==> config.mk <==
export PLATFORM = sky130hd
export DESIGN_NAME = mvm_front
export DESIGN_NICKNAME = d
export VERILOG_FILES = /design/src/sv/mvm_pkg.sv /design/src/sv/mvm_front.sv
export SDC_FILE = /design/constraint.sdc
export NUM_CORES = 1
export LEC_CHECK = 0
export ABC_CLOCK_PERIOD_IN_PS = 4300
export BUFFER_PORTS_ARGS = -buffer_cell sky130_fd_sc_hd__buf_2
export CAP_MARGIN = 0
export CELL_PAD_IN_SITES_DETAIL_PLACEMENT = 0
export CELL_PAD_IN_SITES_GLOBAL_PLACEMENT = 2
export CORE_AREA = 2 2 214 216
export DETAILED_ROUTE_END_ITERATION = 12
export DIE_AREA = 0 0 216 218
export PLACE_DENSITY = 0.58
export SYNTH_ARGS = -nofsm -noshare
export SYNTH_HDL_FRONTEND = slang
export SYNTH_SLANG_ARGS = --single-unit
==> constraint.sdc <==
create_clock -name clk_i -period 4.3 [get_ports clk_i]
set_input_delay 0.645 -clock clk_i [delete_from_list [all_inputs] [get_ports clk_i]]
set_output_delay 0.645 -clock clk_i [all_outputs]
set_load 0.02 [all_outputs]
==> src/sv/mvm_pkg.sv <==
// ----------------------------------------------------------------------------
// Matrix-vector multiply package
// Shared widths, command codes and the operation record passed from the
// front end through the queue to the compute back end.
// ----------------------------------------------------------------------------
package mvm_pkg;

  localparam int unsigned LANES       = 8;
  localparam int unsigned ELEM_W      = 32;
  localparam int unsigned MAX_COLS    = 1024;
  localparam int unsigned GROUPS      = MAX_COLS / LANES;
  localparam int unsigned GROUP_W     = $clog2(GROUPS);
  localparam int unsigned CFG_W       = 8;
  localparam int unsigned ROW_W       = 8;
  localparam int unsigned QUEUE_DEPTH = 4;
  localparam int unsigned QPTR_W      = $clog2(QUEUE_DEPTH);

  localparam int unsigned IN_DATA_W  = ((GROUP_W + LANES * ELEM_W + 7) / 8) * 8;
  localparam int unsigned IN_USER_W  = 1;
  localparam int unsigned OUT_DATA_W = ((ROW_W + ELEM_W + 7) / 8) * 8;

  typedef enum logic {
    CMD_LOAD = 1'b0,
    CMD_ROW  = 1'b1
  } cmd_e;

  typedef logic [LANES-1:0][ELEM_W-1:0] lanes_t;

  typedef struct packed {
    cmd_e               cmd;
    logic               last;
    logic [GROUP_W-1:0] group;
    lanes_t             elems;
  } op_t;

endpackage

==> src/sv/mvm_front.sv <==
// ----------------------------------------------------------------------------
// Matrix-vector multiply front end
// Holds the group count register, unpacks input requests and marks the
// request that closes a row before it enters the queue.
// ----------------------------------------------------------------------------
module mvm_front (
  input  logic                           clk_i,
  input  logic                           rst_ni,
  input  logic                           cfg_valid_i,
  output logic                           cfg_ready_o,
  input  logic [mvm_pkg::CFG_W-1:0]      cfg_data_i,
  input  logic                           s_axis_tvalid,
  output logic                           s_axis_tready,
  input  logic [mvm_pkg::IN_DATA_W-1:0]  s_axis_tdata,
  input  logic [mvm_pkg::IN_USER_W-1:0]  s_axis_tuser,
  output logic                           op_valid_o,
  input  logic                           op_ready_i,
  output mvm_pkg::op_t                   op_o
);
  import mvm_pkg::*;

  logic [CFG_W-1:0]   groups_q;
  logic [GROUP_W-1:0] last_group;

  assign cfg_ready_o = 1'b1;

  always_ff @(posedge clk_i or negedge rst_ni) begin
    if (!rst_ni) begin
      groups_q <= CFG_W'(GROUPS);
    end else if (cfg_valid_i) begin
      groups_q <= cfg_data_i;
    end
  end

  // A count of zero behaves as one group, counts above the store size clamp.
  always_comb begin
    priority if (groups_q == '0) begin
      last_group = '0;
    end else if (groups_q > CFG_W'(GROUPS)) begin
      last_group = GROUP_W'(GROUPS - 1);
    end else begin
      last_group = GROUP_W'(groups_q - 1'b1);
    end
  end

  always_comb begin
    op_o.cmd   = cmd_e'(s_axis_tuser[0]);
    op_o.group = s_axis_tdata[GROUP_W-1:0];
    op_o.last  = (s_axis_tdata[GROUP_W-1:0] == last_group);
    for (int l = 0; l < LANES; l++) begin
      op_o.elems[l] = s_axis_tdata[GROUP_W + l*ELEM_W +: ELEM_W];
    end
  end

  assign op_valid_o    = s_axis_tvalid;
  assign s_axis_tready = op_ready_i;

endmodule

==> impl_metrics.ini, run 1 <==
[layout]
nets = 404
fillers = 5416
insertedDiodeCount = 0
reg_top3 = groups_q: 8 flops
area_growth_pct = -38.3
utilization_pct = 3.93
largest_reg_flops = 8
drive_above_1_share_pct = 32.5
final_area_sq_um = 1760
largest-register = groups_q

[route]
top_layer_used = met5
wl_met1_microns = 1790
wirelength_microns = 9300
drtIter0Drc = 65
wl_met3_microns = 2370
wl_met2_microns = 3740
post_drt_wl_per_cell_microns = 12.9
drc = 0
viasPerCell = 1.80
ant_nets = 0
vias = 1298
firstDrtPassIters = 4

[power_and_ir_drop]
p_seq_share_pct = 28.4
combPwrFrac_pct = 26.7
p_leak_nw = 0.417
clkPwrFrac_pct = 44.9
power.internal_uw = 248
p_sw_share_pct = 30.1
switchingPower_uw = 107
peakVddDrop_uv = 197
p_per_area_nw_per_um2 = 201
power_uw = 355

[die]
die_w_microns = 216
dieArea_sq_um = 47100
core-area_sq_um = 44900
pin_count = 546
initial_utilization_pct = 6.37
fp.dieH_microns = 218
fp-row-count = 78

[clocking]
cts_root_buf = clkbuf_16
cts_tree = built
htreeDepth = 1
cts_setup_buffers = 0
cts_buffers = 3
cts_buffer_depth = 2
clk_pin_slew_worst_paths_ns = 0.04
clk_latency_ns = 0.23
clock_sinks = 8
cts_hold_buf = 0
postCtsResizedCells = 0

[setup_path]
endpoint_kind = output pin
arrival_ns = 3.22
crit_required_ns = 3.65
start_kind = flip-flop
crit_path_max_fanout = 7
critPathKind = reg -> out

[synth]
syn-num-nets = 648
synth_commonest_cells = buf_4, o21ai_0, dfrtp_1, nor2_1
synthFlopType = dfrtp_1
synth_seq_cells = 8
synth_top_area_cell = buf_4
synth_cell_types = 46
synth-edff-count = 0
synth.avg_cell_area_sq_um = 7.77
yosys-top-cells-area = buf_4, dfrtp_1, mux2_2
seq_area_frac_synth_pct = 7.05
async_flop_share_pct = 100
yosysMostFrequentCell = buf_4
synthDominantCellAreaShare_pct = 70.1
syn_area_sq_um = 2860
synthCells = 368
yosys_warnings = 0

[placement]
place_hpwl_microns = 7990
placed_area_sq_um = 1680
numPortBuffers = 25
place_ws_ns = 0.635
globalplace.congestion = 0.649

[global_route]
grt_max_degree = 13
grt_remaining_overflow = 0
antenna_found_initial = 1
grt_pass1_wl_microns = 11600
grt_use_total_pct = 3.60
grt_pass1_vias = 1403

[sta]
finalSetupViolCount = 0
slew_violations = 0
fmax_mhz = 259
rsz0062_at_grt = no
fin_skew_ns = 0
finalHoldViolations = 0
layout_setup_ws_ns = 0.432
post-route-min-period_ns = 3.87
slew-limit-headroom_pct = 63.9
post-route-period-util_pct = 90.0
tns_ns = 0
worstMarginPinSlew_ns = 0.537

[run]
max_cap_violations = 0

[worst_hold_path]
min_path_type = in -> async

[outcome]
status = finished, final reports clean
## worst max-delay path: stages (launching register included)
cell and delay [ns]:
dfrtp_1 0.43, inv_1 0.15, ha_1 0.29, nor3b_1 0.31, xor2_1 0.20, or4b_2 0.70
a31oi_1 0.19, a311oi_1 0.07, nor4_1 0.30, buf_4 0.18, buf_2 0.16
## layout by cell type (no fill, tap or decap), types with 2 or more instances in the layout
master / netlist / layout
or3_1: 2 / 2
nand3_1: 3 / 3
or4_1: 3 / 3
mux2_2: 6 / 6
nor2_1: 7 / 7
nor4_1: 6 / 6
clkbuf_16: 0 / 3
nand2_1: 4 / 4
xor2_1: 4 / 4
o21ai_0: 8 / 8
nand2b_1: 2 / 2
ha_1: 2 / 2
buf_2: 1 / 25
o2111ai_1: 2 / 2
nor2b_1: 2 / 2
nor3b_1: 2 / 2
nor3_1: 2 / 2
o211ai_1: 3 / 3
inv_1: 4 / 4
dfrtp_1: 7 / 7
## kinds of logic after synthesis
| family | count (synthesis) | synth area share [%] |
|---|---|---|
| and+or+nand+nor | 40 | 8.32 |
| adders and majority gates | 2 | 0.875 |
| buffers and inverters | 279 | 72.5 |
| AOI/OAI and AO/OA | 27 | 7.22 |
| other | 1 | 0.131 |
| DFF | 8 | 7.05 |
| xor gates and xnor gates | 5 | 1.53 |
| muxes | 6 | 2.36 |
## final cells by class
cell class	count	area, sq um	share of cell area, %
flip-flops and latches	8	201	11.4
well taps	600	751	42.6
inverters	4	15.0	0.852
repair buffers	26	133	7.52
clock buffers	4	78.8	4.47
multi-input cells	81	584	33.1
## metal layers
| layer | up-vias | track usage, % |
|---|---|---|
| li1 | 430 | - |
| met1 | 469 | 2.12 |
| met2 | 257 | 4.92 |
| met3 | 140 | 3.71 |
| met4 | 2 | 5.18 |
| met5 | - | 1.04 |
## final timing paths
| path | from | to | slack (ns) | cells after the start |
|---|---|---|---|---|
| worst max register to register | groups_q[7] | groups_q[7] | 3.40 | 1 |
| worst min register to register | groups_q[5] | groups_q[5] | 0.65 | 1 |
| min in group clk_i | cfg_data_i[1] | groups_q[1] | 0.63 | 3 |
| max in group asynchronous | rst_ni | groups_q[7] | 3.82 | 1 |
| worst max-delay path | groups_q[0] | op_o[263] | 0.43 | 10 |
| worst min-delay path | rst_ni | groups_q[3] | 0.25 | 1 |
## power groups by stage
stage	clock, mW	combinational [mW]	sequential, mW
finish	0.159	0.0949	0.101
global route	0.169	0.108	0.103
CTS	0.163	0.0982	0.101
detailed placement	0	0.0977	0.102
global placement	0	0.0982	0.102
floorplan	0	0.433	0.0903
## metrics by stage
step | hold slack (ns) | cells
floorplan | 0.349 | 368
global placement | 0.492 | 719
detailed placement | 0.496 | 719
CTS | 0.250 | 723
global route | 0.253 | 723
finish | 0.245 | 723
No activity file was read; power rests on OpenSTA's default activity.
==> inputs of run 2 (changes only) <==
- ABC_CLOCK_PERIOD_IN_PS: 4300 -> 4400
- CORE_AREA: 2 2 214 216 -> 2 2 211 213
- DIE_AREA: 0 0 216 218 -> 0 0 213 215
- PLACE_DENSITY: 0.58 -> 0.6
- SETUP_SLACK_MARGIN: default -> 0.5
- clock period: 4.3 -> 4.4 ns (I/O delays scaled with it)
==> run 2 against run 1 <==
Effect of this change:
- worst setup slack better by 0.24 ns
- largest power group unchanged
- sequential cell count stayed put
- sequential power barely moved
- global-route usage decreased by 0.12 points
- core utilization is 0.13 points higher
- total power is 1.7% lower
- routed wire length is 6.4% lower
- final cell count shrank 0.97%
- first-iteration DRC count is 9.2% higher
- clock power fell by 3%
- die area shrank 2.7%
- clock-buffer cell count stayed put
==> impl_metrics.ini, run 2 (synthesis gave the netlist of run 1 again) <==
[outcome]
status = finished, final reports clean

[clocking]
clk_pin_slew_worst_paths_ns = 0.04
clk_latency_ns = 0.23
cts_buffers = 3
htreeDepth = 1
clock_sinks = 8
cts_buffer_depth = 2
cts_tree = built
cts_root_buf = clkbuf_16
cts_hold_buf = 0

[route]
firstDrtPassIters = 4
wl_met3_microns = 1820
wl_met2_microns = 3710
drc = 0
ant_nets = 0
viasPerCell = 1.83
top_layer_used = met4
wirelength_microns = 8700
wl_met1_microns = 2000
drtIter0Drc = 71
vias = 1310
post_drt_wl_per_cell_microns = 12.2

[setup_path]
crit_path_max_fanout = 7
endpoint_kind = output pin
crit_required_ns = 3.74
start_kind = flip-flop
rrSetupSlack_ns = 3.50
arrival_ns = 3.07
critPathKind = reg -> out

[sta]
finalHoldViolations = 0
post-route-period-util_pct = 84.8
tns_ns = 0
rsz0062_at_grt = no
finalSetupViolCount = 0
post-route-min-period_ns = 3.73
fmax_mhz = 268
fin_skew_ns = 0
slew_violations = 0

[placement]
placed_area_sq_um = 1670
place_hpwl_microns = 7410
globalplace.congestion = 0.647
numPortBuffers = 25

[layout]
area_growth_pct = -38.1
largest_reg_flops = 8
largest-register = groups_q
final_area_sq_um = 1770
layout_commonest_cell = buf_2
multi_input_area_sq_um = 599
seqCellArea_sq_um = 201
fillers = 5186
reg_top3 = groups_q: 8 flops
drive_above_1_share_pct = 35.0
final_cell_mix = buf_2, o21ai_0, nor2_1, dfrtp_1
nets = 404

[worst_hold_path]
min_path_type = in -> async

[die]
core-area_sq_um = 43600
fp.dieH_microns = 215
initial_utilization_pct = 6.55
fp-row-count = 77
pin_count = 546
die_w_microns = 213
dieArea_sq_um = 45800

[global_route]
grt_remaining_overflow = 0
grt_use_total_pct = 3.48
grt_pass1_wl_microns = 10800
antenna_found_initial = 1
grt_max_degree = 13
grt_pass1_vias = 1335

[power_and_ir_drop]
p_per_area_nw_per_um2 = 197
peakVddDrop_uv = 219
p_leak_nw = 0.419

[run]
max_cap_violations = 0
[run 2: worst max-delay path, cell delays in order (launching register included)]
cell,delay (ns)
dfrtp_1,0.44
inv_1,0.16
ha_2,0.26
nor3b_2,0.22
xor2_1,0.17
or4b_2,0.71
a31oi_1,0.19
a311oi_1,0.07
nor4_1,0.29
buf_4,0.18
buf_2,0.16
[run 2: final cells by class]
cell class              count  share of cell area, %
well taps                 592                   41.8
multi-input cells          81                   33.9
flip-flops and latches      8                   11.4
repair buffers             26                   7.49
clock buffers               4                   4.45
inverters                   4                  0.848
diodes                      1                  0.141
[run 2: worst paths after layout]
check	startpoint	endpoint	cells past startpoint
hold / removal	rst_ni	groups_q[1]	1
min in group clk_i	cfg_data_i[3]	groups_q[3]	2
max in group asynchronous	rst_ni	groups_q[7]	1
setup / recovery	groups_q[0]	op_o[263]	10
setup reg to reg	groups_q[2]	groups_q[2]	1
hold reg to reg	groups_q[5]	groups_q[5]	1
[run 2: power breakdown]
group / internal [mW] / switching, mW
combinational: 0.0410 / 0.0544
sequential: 0.0819 / 0.0173
clock: 0.121 / 0.0336
total: 0.244 / 0.105
[run 2: per-stage QoR]
| stage | instances | hold slack (ns) | power (mW) | setup WS (ns) | utilization [%] |
|---|---|---|---|---|---|
| after global routing | 715 | 0.282 | 0.372 | 0.501 | 4.05 |
| after floorplan | 368 | 0.364 | 0.511 | 0.920 | - |
| final | 716 | 0.270 | 0.349 | 0.669 | 4.06 |
| after CTS | 715 | 0.274 | 0.353 | 0.549 | 4.03 |
| after global placement | 711 | 0.516 | 0.196 | 0.671 | 3.84 |
| after detailed placement | 711 | 0.517 | 0.196 | 0.708 | 3.84 |
[run 2: repair_timing]
item | in CTS | in global routing
setup endpoints to repair | 1 | 1
gates resized for setup | 1 | 3
buffers inserted | 0 | 0
[run 2: metal layers]
metal,GRT usage [%],vias up
met2,5.07,262
li1,-,429
met1,2.35,495
met4,4.94,0
met5,0,-
met3,2.75,124
