[src/sv/mvm_pkg.sv]
// ----------------------------------------------------------------------------
// Matrix-vector multiply package
// Shared widths, command codes and the operation record passed from the
// front end through the queue to the compute back end.
// ----------------------------------------------------------------------------
package mvm_pkg;

  localparam int unsigned LANES       = 8;
  localparam int unsigned ELEM_W      = 32;
  localparam int unsigned MAX_COLS    = 1024;
  localparam int unsigned GROUPS      = MAX_COLS / LANES;
  localparam int unsigned GROUP_W     = $clog2(GROUPS);
  localparam int unsigned CFG_W       = 8;
  localparam int unsigned ROW_W       = 8;
  localparam int unsigned QUEUE_DEPTH = 4;
  localparam int unsigned QPTR_W      = $clog2(QUEUE_DEPTH);

  localparam int unsigned IN_DATA_W  = ((GROUP_W + LANES * ELEM_W + 7) / 8) * 8;
  localparam int unsigned IN_USER_W  = 1;
  localparam int unsigned OUT_DATA_W = ((ROW_W + ELEM_W + 7) / 8) * 8;

  typedef enum logic {
    CMD_LOAD = 1'b0,
    CMD_ROW  = 1'b1
  } cmd_e;

  typedef logic [LANES-1:0][ELEM_W-1:0] lanes_t;

  typedef struct packed {
    cmd_e               cmd;
    logic               last;
    logic [GROUP_W-1:0] group;
    lanes_t             elems;
  } op_t;

endpackage

[src/sv/mvm_queue.sv]
// ----------------------------------------------------------------------------
// Matrix-vector multiply request queue
// Short first-in first-out buffer that decouples the front end from the
// compute back end.
// ----------------------------------------------------------------------------
module mvm_queue (
  input  logic         clk_i,
  input  logic         rst_ni,
  input  logic         push_valid_i,
  output logic         push_ready_o,
  input  mvm_pkg::op_t push_op_i,
  output logic         pop_valid_o,
  input  logic         pop_ready_i,
  output mvm_pkg::op_t pop_op_o
);
  import mvm_pkg::*;

  op_t               entries_q [QUEUE_DEPTH];
  logic [QPTR_W-1:0] wr_ptr_q, wr_ptr_d;
  logic [QPTR_W-1:0] rd_ptr_q, rd_ptr_d;
  logic [QPTR_W:0]   count_q, count_d;
  logic              push, pop;

  assign push_ready_o = (count_q != (QPTR_W+1)'(QUEUE_DEPTH));
  assign pop_valid_o  = (count_q != '0);
  assign push         = push_valid_i && push_ready_o;
  assign pop          = pop_valid_o && pop_ready_i;
  assign pop_op_o     = entries_q[rd_ptr_q];

  always_comb begin
    wr_ptr_d = push ? wr_ptr_q + 1'b1 : wr_ptr_q;
    rd_ptr_d = pop ? rd_ptr_q + 1'b1 : rd_ptr_q;
    count_d  = count_q + (QPTR_W+1)'(push) - (QPTR_W+1)'(pop);
  end

  always_ff @(posedge clk_i or negedge rst_ni) begin
    if (!rst_ni) begin
      wr_ptr_q <= '0;
      rd_ptr_q <= '0;
      count_q  <= '0;
    end else begin
      wr_ptr_q <= wr_ptr_d;
      rd_ptr_q <= rd_ptr_d;
      count_q  <= count_d;
    end
  end

  always_ff @(posedge clk_i) begin
    if (push) begin
      entries_q[wr_ptr_q] <= push_op_i;
    end
  end

endmodule

[config.mk]
export PLATFORM = sky130hd
export DESIGN_NAME = mvm_queue
export DESIGN_NICKNAME = d
export VERILOG_FILES = /design/src/sv/mvm_pkg.sv /design/src/sv/mvm_queue.sv
export SDC_FILE = /design/constraint.sdc
export NUM_CORES = 1
export LEC_CHECK = 0
export BUFFER_PORTS_ARGS = -buffer_cell sky130_fd_sc_hd__buf_2
export CORE_UTILIZATION = 45
export DETAILED_ROUTE_END_ITERATION = 12
export PLACE_DENSITY = 0.61
export SLEW_MARGIN = 20
export SYNTH_ARGS = -nofsm -noshare
export SYNTH_HDL_FRONTEND = slang
export SYNTH_SLANG_ARGS = --single-unit
[constraint.sdc]
create_clock -name clk_i -period 11.66 [get_ports clk_i]
set_clock_uncertainty 0.1 [all_clocks]
set_input_delay 2.332 -clock clk_i [delete_from_list [all_inputs] [get_ports clk_i]]
set_output_delay 2.332 -clock clk_i [all_outputs]
set_load 0.005 [all_outputs]
==> results of run 1 <==
==> layer usage <==
layer | global-route usage | up-vias | part of all wire
met5 | 0 | - | 0.0030
met2 | 0.294 | 516 | 0.51
li1 | - | 7594 | -
met4 | 0.0517 | 40 | 0.019
met3 | 0.0616 | 137 | 0.084
met1 | 0.220 | 9008 | 0.39
==> logic make-up (layout without fill, tap and decap cells) <==
group,count (synthesis),count (layout),share of synthesized area
compound gates,4,4,0.000828
xor+xnor,4,4,0.000892
fa+ha+maj,7,7,0.00242
buf+inv,66,749,0.0129
flops,1067,1067,0.815
mux,265,265,0.165
other cells,0,9,0
simple gates,13,13,0.00255
==> cell usage after synthesis <==
cell          n
o311ai_0      1
buf_6        24
clkbuf_1      4
fa_1          1
nand2b_1      4
nor3b_1       1
ha_1          6
o31a_1        1
nand2_1       1
and3b_1       4
buf_4         3
xor2_1        1
o211ai_1      2
buf_2        26
mux4_2      126
buf_8         3
nand4bb_1     2
mux4_1      139
edfxtp_1   1060
xnor2_1       3
inv_1         6
or3_1         1
dfrtp_1       7
==> placed cells by master, fill, tap and decap left out <==
cell type / count
and3b_4: 4
inv_1: 6
dfrtp_1: 5
buf_2: 535
diode_2: 9
clkbuf_8: 3
dfrtp_4: 2
o211ai_1: 2
edfxtp_1: 1060
clkinv_2: 14
o31a_1: 1
buf_12: 7
clkinv_8: 1
mux4_1: 139
clkbuf_16: 108
or3_1: 1
nor3b_1: 1
nand2b_1: 4
clkinv_1: 24
xor2_1: 1
nand4bb_1: 2
clkinvlp_4: 3
nand2_1: 1
o311ai_0: 1
fa_1: 1
buf_4: 9
inv_6: 2
bufinv_16: 4
mux4_2: 126
clkbuf_1: 33
xnor2_1: 3
ha_1: 6
==> final timing paths <==
kind	from	to	depth (start not counted)
setup / recovery	rd_ptr_q[0]	pop_op_o[159]	3
hold / removal	wr_ptr_q[1]	wr_ptr_q[1]	2
setup reg to reg	count_q[2]	entries_q[3][72]	4
hold reg to reg	wr_ptr_q[1]	wr_ptr_q[1]	2
max in group asynchronous	rst_ni	rd_ptr_q[1]	1
min in group asynchronous	rst_ni	count_q[0]	1
==> state kept, by name, indices dropped and copies added, names as in the netlist <==
register / cells
count_q: 3
rd_ptr_q: 2
wr_ptr_q: 2
entries_q: 1060
==> report_power, final <==
group          internal [µW]  total [µW]  switching, µW
clock                   1800        3140           1330
sequential              5060        5290            231
combinational           1420        3010           1600
==> critical path: stages, from the launching register on <==
cell and delay (ns):
dfrtp_4 1.14, buf_12 0.61, mux4_1 0.72, buf_2 0.16
==> final cells by class <==
type	count	area (µm²)
inverters	6	22.5
flip-flops and latches	1067	32000
clock inverters	48	337
well taps	1144	1430
fillers	6537	39500
clock buffers	144	2870
multi-input cells	293	6770
repair buffers	551	2890
diodes	9	22.5
==> through the flow <==
stage          cell area [µm²]  hold WS, ns  utilization  instances  worst slack [ns]
6_report                 46300        0.525        0.540       3262              5.71
5_1_grt                  46300        0.563        0.540       3257              5.52
4_1_cts                  46300        0.529        0.540       3253              5.57
3_5_place_dp             43100        0.517        0.502       3061              6.30
3_3_place_gp             43100        0.467        0.502       3061              6.28
2_1_floorplan            39300        0.443            -       1426              2.48
==> flow_metrics.env, run 1 <==
export IMPL_grt_pass1_vias=18200
export IMPL_clk_latency_ns=0.64
export IMPL_worstMarginPinSlew_ns=1.14
export IMPL_holdBufCountCts=0
export IMPL_syn_area_per_cell_um2=27.5
export IMPL_clock_sinks=1067
export IMPL_max_freq_mhz=168
export IMPL_vias=17300
export IMPL_setup_tns_ns=0
export IMPL_area_delta_synth_final_pct=18.0
export IMPL_grt_use_total=0.177
export IMPL_arrival_ns=3.51
export IMPL_ant_nets=0
export IMPL_grt_pass1_wl_um=116000
export IMPL_vias_per_cell=5.30
export IMPL_hold_path_class="reg2reg"
export IMPL_post_drt_wl_per_cell_um=24.0
export IMPL_floorplan_initialDensity=0.458
export IMPL_drv_slew=0
export IMPL_yosysWarnings=0
export IMPL_dr_pass1_iters=4
export IMPL_drc=0
export IMPL_reg2reg_setup_slack_ns=8.06
export IMPL_cts_buffers=107
export IMPL_cts_resized=0
export IMPL_leakage_uw=0.0159
export IMPL_port_buffers=535
export IMPL_drive_gt1_frac=0.388
export IMPL_post_cts_setup_buffers=0
export IMPL_htreeDepth=3
export IMPL_fin_crit_sh=0.510
export IMPL_grt_setup_unrepaired="false"
export IMPL_antenna_found_initial=29
export IMPL_ctsRootBufferMaster="clkbuf_16"
export IMPL_first_iter_violations=902
export IMPL_die_width_um=297
export IMPL_path_clk_slew_ns=0.06
export IMPL_synth_area_leaders="edfxtp_1 (81%), mux4_1 (9.3%), mux4_2 (7.2%)"
export IMPL_drt_total_wl_um=78200
export IMPL_gp_congestion=0.758
export IMPL_maxSlewHeadroom=0.241
export IMPL_io_pins=536
export IMPL_fin_crit_ns=5.95
export IMPL_synth_cell_types=23
export IMPL_status="finished, final reports clean"
export IMPL_required_ns=9.23
export IMPL_cp_max_fo=113
export IMPL_power_uw=11400
export IMPL_syn_area_um2=39300
export IMPL_clockBufferDepth=3
export IMPL_fp_row_count=107
export IMPL_fin_nets=2302
export IMPL_grt_overflow_total=0
export IMPL_grt_start_max_net_pins=149
export IMPL_die_h_um=297
export IMPL_syn_nets=1702
export IMPL_syn_inst=1426
export IMPL_synth_top_area_cell="edfxtp_1"
export IMPL_ir_worst_vdd_v=0.000170
export IMPL_crit_path_end_kind="primary output"
export IMPL_synth_top_area_frac=0.811
export IMPL_setup_viol=0
export IMPL_hold_violations=0
export IMPL_timing_worst_setup_path_type="reg2out"
export IMPL_cts_tree="built"
export IMPL_yosysSeqAreaShare=0.815
export IMPL_die_area_um2=88400
export IMPL_synth_seq_cells=1067
export IMPL_maxCapViolations=0
export IMPL_dpl_hpwl_um=46900
export IMPL_start_kind="register"
export IMPL_power_density_nw_per_um2=247
export IMPL_fp_coreArea_um2=85800
Power figures use the tool's default switching activity.
==> run 2: changes to the inputs <==
==> constraint.sdc (replaced) <==
create_clock -name clk_i -period 6.2 [get_ports clk_i]
set_clock_uncertainty 0.1 [all_clocks]
set_input_delay 1.24 -clock clk_i [delete_from_list [all_inputs] [get_ports clk_i]]
set_output_delay 1.24 -clock clk_i [all_outputs]
set_load 0.005 [all_outputs]
==> run 2 against run 1 <==
Die area is the same. Power grew 91%. Sequential power grew 87%. Sequential cell count is the same. Combinational power grew 92%. Via count grew 1.1%. Sequential share of layout area shrank 0.41 points. Non-clock buffer count grew 9. Critical path type unchanged. Critical endpoint is now pop_op_o[207]. Largest power group unchanged. Highest routed layer unchanged.
==> flow_metrics.env, run 2 (same netlist as run 1, synthesis figures left out) <==
export IMPL_antenna_found_initial=26
export IMPL_grt_start_max_net_pins=120
export IMPL_reg2reg_to="entries_q[2][18]"
export IMPL_grt_use_total=0.181
export IMPL_drc=0
export IMPL_post_cts_setup_buffers=0
export IMPL_drt_total_wl_um=79900
export IMPL_crit_path_end_kind="primary output"
export IMPL_arrival_ns=2.99
export IMPL_drive_gt1_frac=0.394
export IMPL_maxCapViolations=0
export IMPL_endpoint="pop_op_o[207]"
export IMPL_floorplan_initialDensity=0.458
export IMPL_power_uw=21800
export IMPL_setup_tns_ns=0
export IMPL_fin_nets=2311
export IMPL_htreeDepth=3
export IMPL_gp_congestion=0.749
export IMPL_grt_pass1_wl_um=119000
export IMPL_vias_per_cell=5.34
export IMPL_hold_violations=0
export IMPL_ctsRootBufferMaster="clkbuf_16"
export IMPL_fp_coreArea_um2=85800
export IMPL_dpl_hpwl_um=48800
export IMPL_dr_pass1_iters=6
export IMPL_timing_worst_setup_path_type="reg2out"
export IMPL_path_clk_slew_ns=0.06
export IMPL_first_iter_violations=1087
export IMPL_start_kind="register"
export IMPL_cts_resized=0
export IMPL_largest_reg_flops=1060
export IMPL_power_density_nw_per_um2=467
export IMPL_grt_overflow_total=0
export IMPL_ant_nets=0
export IMPL_die_width_um=297
export IMPL_vias=17500
export IMPL_rr_worst_depth=3
export IMPL_fin_crit_sh=0.698
export IMPL_clk_latency_ns=0.67
export IMPL_leakage_uw=0.0161
export IMPL_post_place_ws_ns=2.45
export IMPL_reg2reg_setup_slack_ns=3.30
export IMPL_fin_ws_ns=1.87
export IMPL_status="finished, final reports clean"
export IMPL_top_register="entries_q"
export IMPL_post_drt_wl_per_cell_um=24.4
export IMPL_hold_path_class="in2async"
export IMPL_final_common_cell="edfxtp_1"
export IMPL_cp_max_fo=33
export IMPL_die_area_um2=88400
export IMPL_area_delta_synth_final_pct=18.7
export IMPL_ir_worst_vdd_v=0.000276
export IMPL_rr_startpoint="count_q[2]"
export IMPL_setup_viol=0
export IMPL_mostFrequentLayoutCells="edfxtp_1 (1060), buf_2 (535), mux4_1 (139), mux4_2 (126), clkbuf_16 (110)"
export IMPL_cts_buffers=107
export IMPL_io_pins=536
export IMPL_grt_pass1_vias=18400
export IMPL_drv_slew=0
export IMPL_grt_setup_unrepaired="false"
export IMPL_fin_crit_ns=4.33
export IMPL_clock_sinks=1067
export IMPL_port_buffers=535
export IMPL_maxSlewHeadroom=0.358
export IMPL_holdBufCountCts=0
export IMPL_required_ns=4.86
export IMPL_die_h_um=297
export IMPL_worstMarginPinSlew_ns=0.963
export IMPL_cp_startpoint="rd_ptr_q[0]"
export IMPL_max_freq_mhz=231
export IMPL_reg_top3="entries_q (1060), count_q (3)"
export IMPL_cts_tree="built"
export IMPL_fp_row_count=107
export IMPL_clockBufferDepth=3
-- run 2: per-layer routing --
metal	part of all wire	wire, µm	vias to the layer above	global-route usage
li1	-	-	7621	-
met1	0.39	30800	9175	0.223
met2	0.51	41100	525	0.305
met3	0.080	6380	132	0.0604
met4	0.018	1450	38	0.0523
met5	0.0030	241	-	0
-- run 2: how the worst min path moves through the flow --
stage	startpoint	end	slack [ns]	cells after the start
after floorplan	wr_ptr_q[1]	wr_ptr_q[1]	0.44	2
after global placement	wr_ptr_q[1]	wr_ptr_q[1]	0.47	2
after detailed placement	wr_ptr_q[1]	wr_ptr_q[1]	0.50	2
after CTS	rst_ni	wr_ptr_q[0]	0.24	1
after global routing	rst_ni	wr_ptr_q[0]	0.27	1
final	rst_ni	wr_ptr_q[0]	0.30	1
-- run 2: final cells by class --
type / count / area (µm²)
inverters: 6 / 22.5
fillers: 6506 / 39200
clock inverters: 63 / 509
well taps: 1144 / 1430
diodes: 8 / 20.0
multi-input cells: 293 / 6770
flip-flops and latches: 1067 / 32000
repair buffers: 560 / 3020
clock buffers: 134 / 2840
-- run 2: where the power goes --
part	leakage, µW	switching, µW	total [µW]	internal (µW)
logic	0.00466	3060	5770	2710
registers	0.00979	410	9910	9500
clock network	0.00163	2580	6110	3530
total	0.0161	6060	21800	15700
-- run 2: worst max-delay path, cell delays in order, from the launching register on --
cell	delay [ns]
dfrtp_4	0.89
buf_4	0.59
mux4_1	0.65
buf_2	0.15
-- run 2: through the flow --
step | area, µm² | util | hold WS (ns) | cells
CTS | 46600 | 0.543 | 0.242 | 3267
finish | 46600 | 0.543 | 0.298 | 3275
global placement | 43300 | 0.504 | 0.466 | 3070
detailed placement | 43300 | 0.504 | 0.497 | 3070
floorplan | 39300 | - | 0.443 | 1426
global route | 46600 | 0.543 | 0.271 | 3272
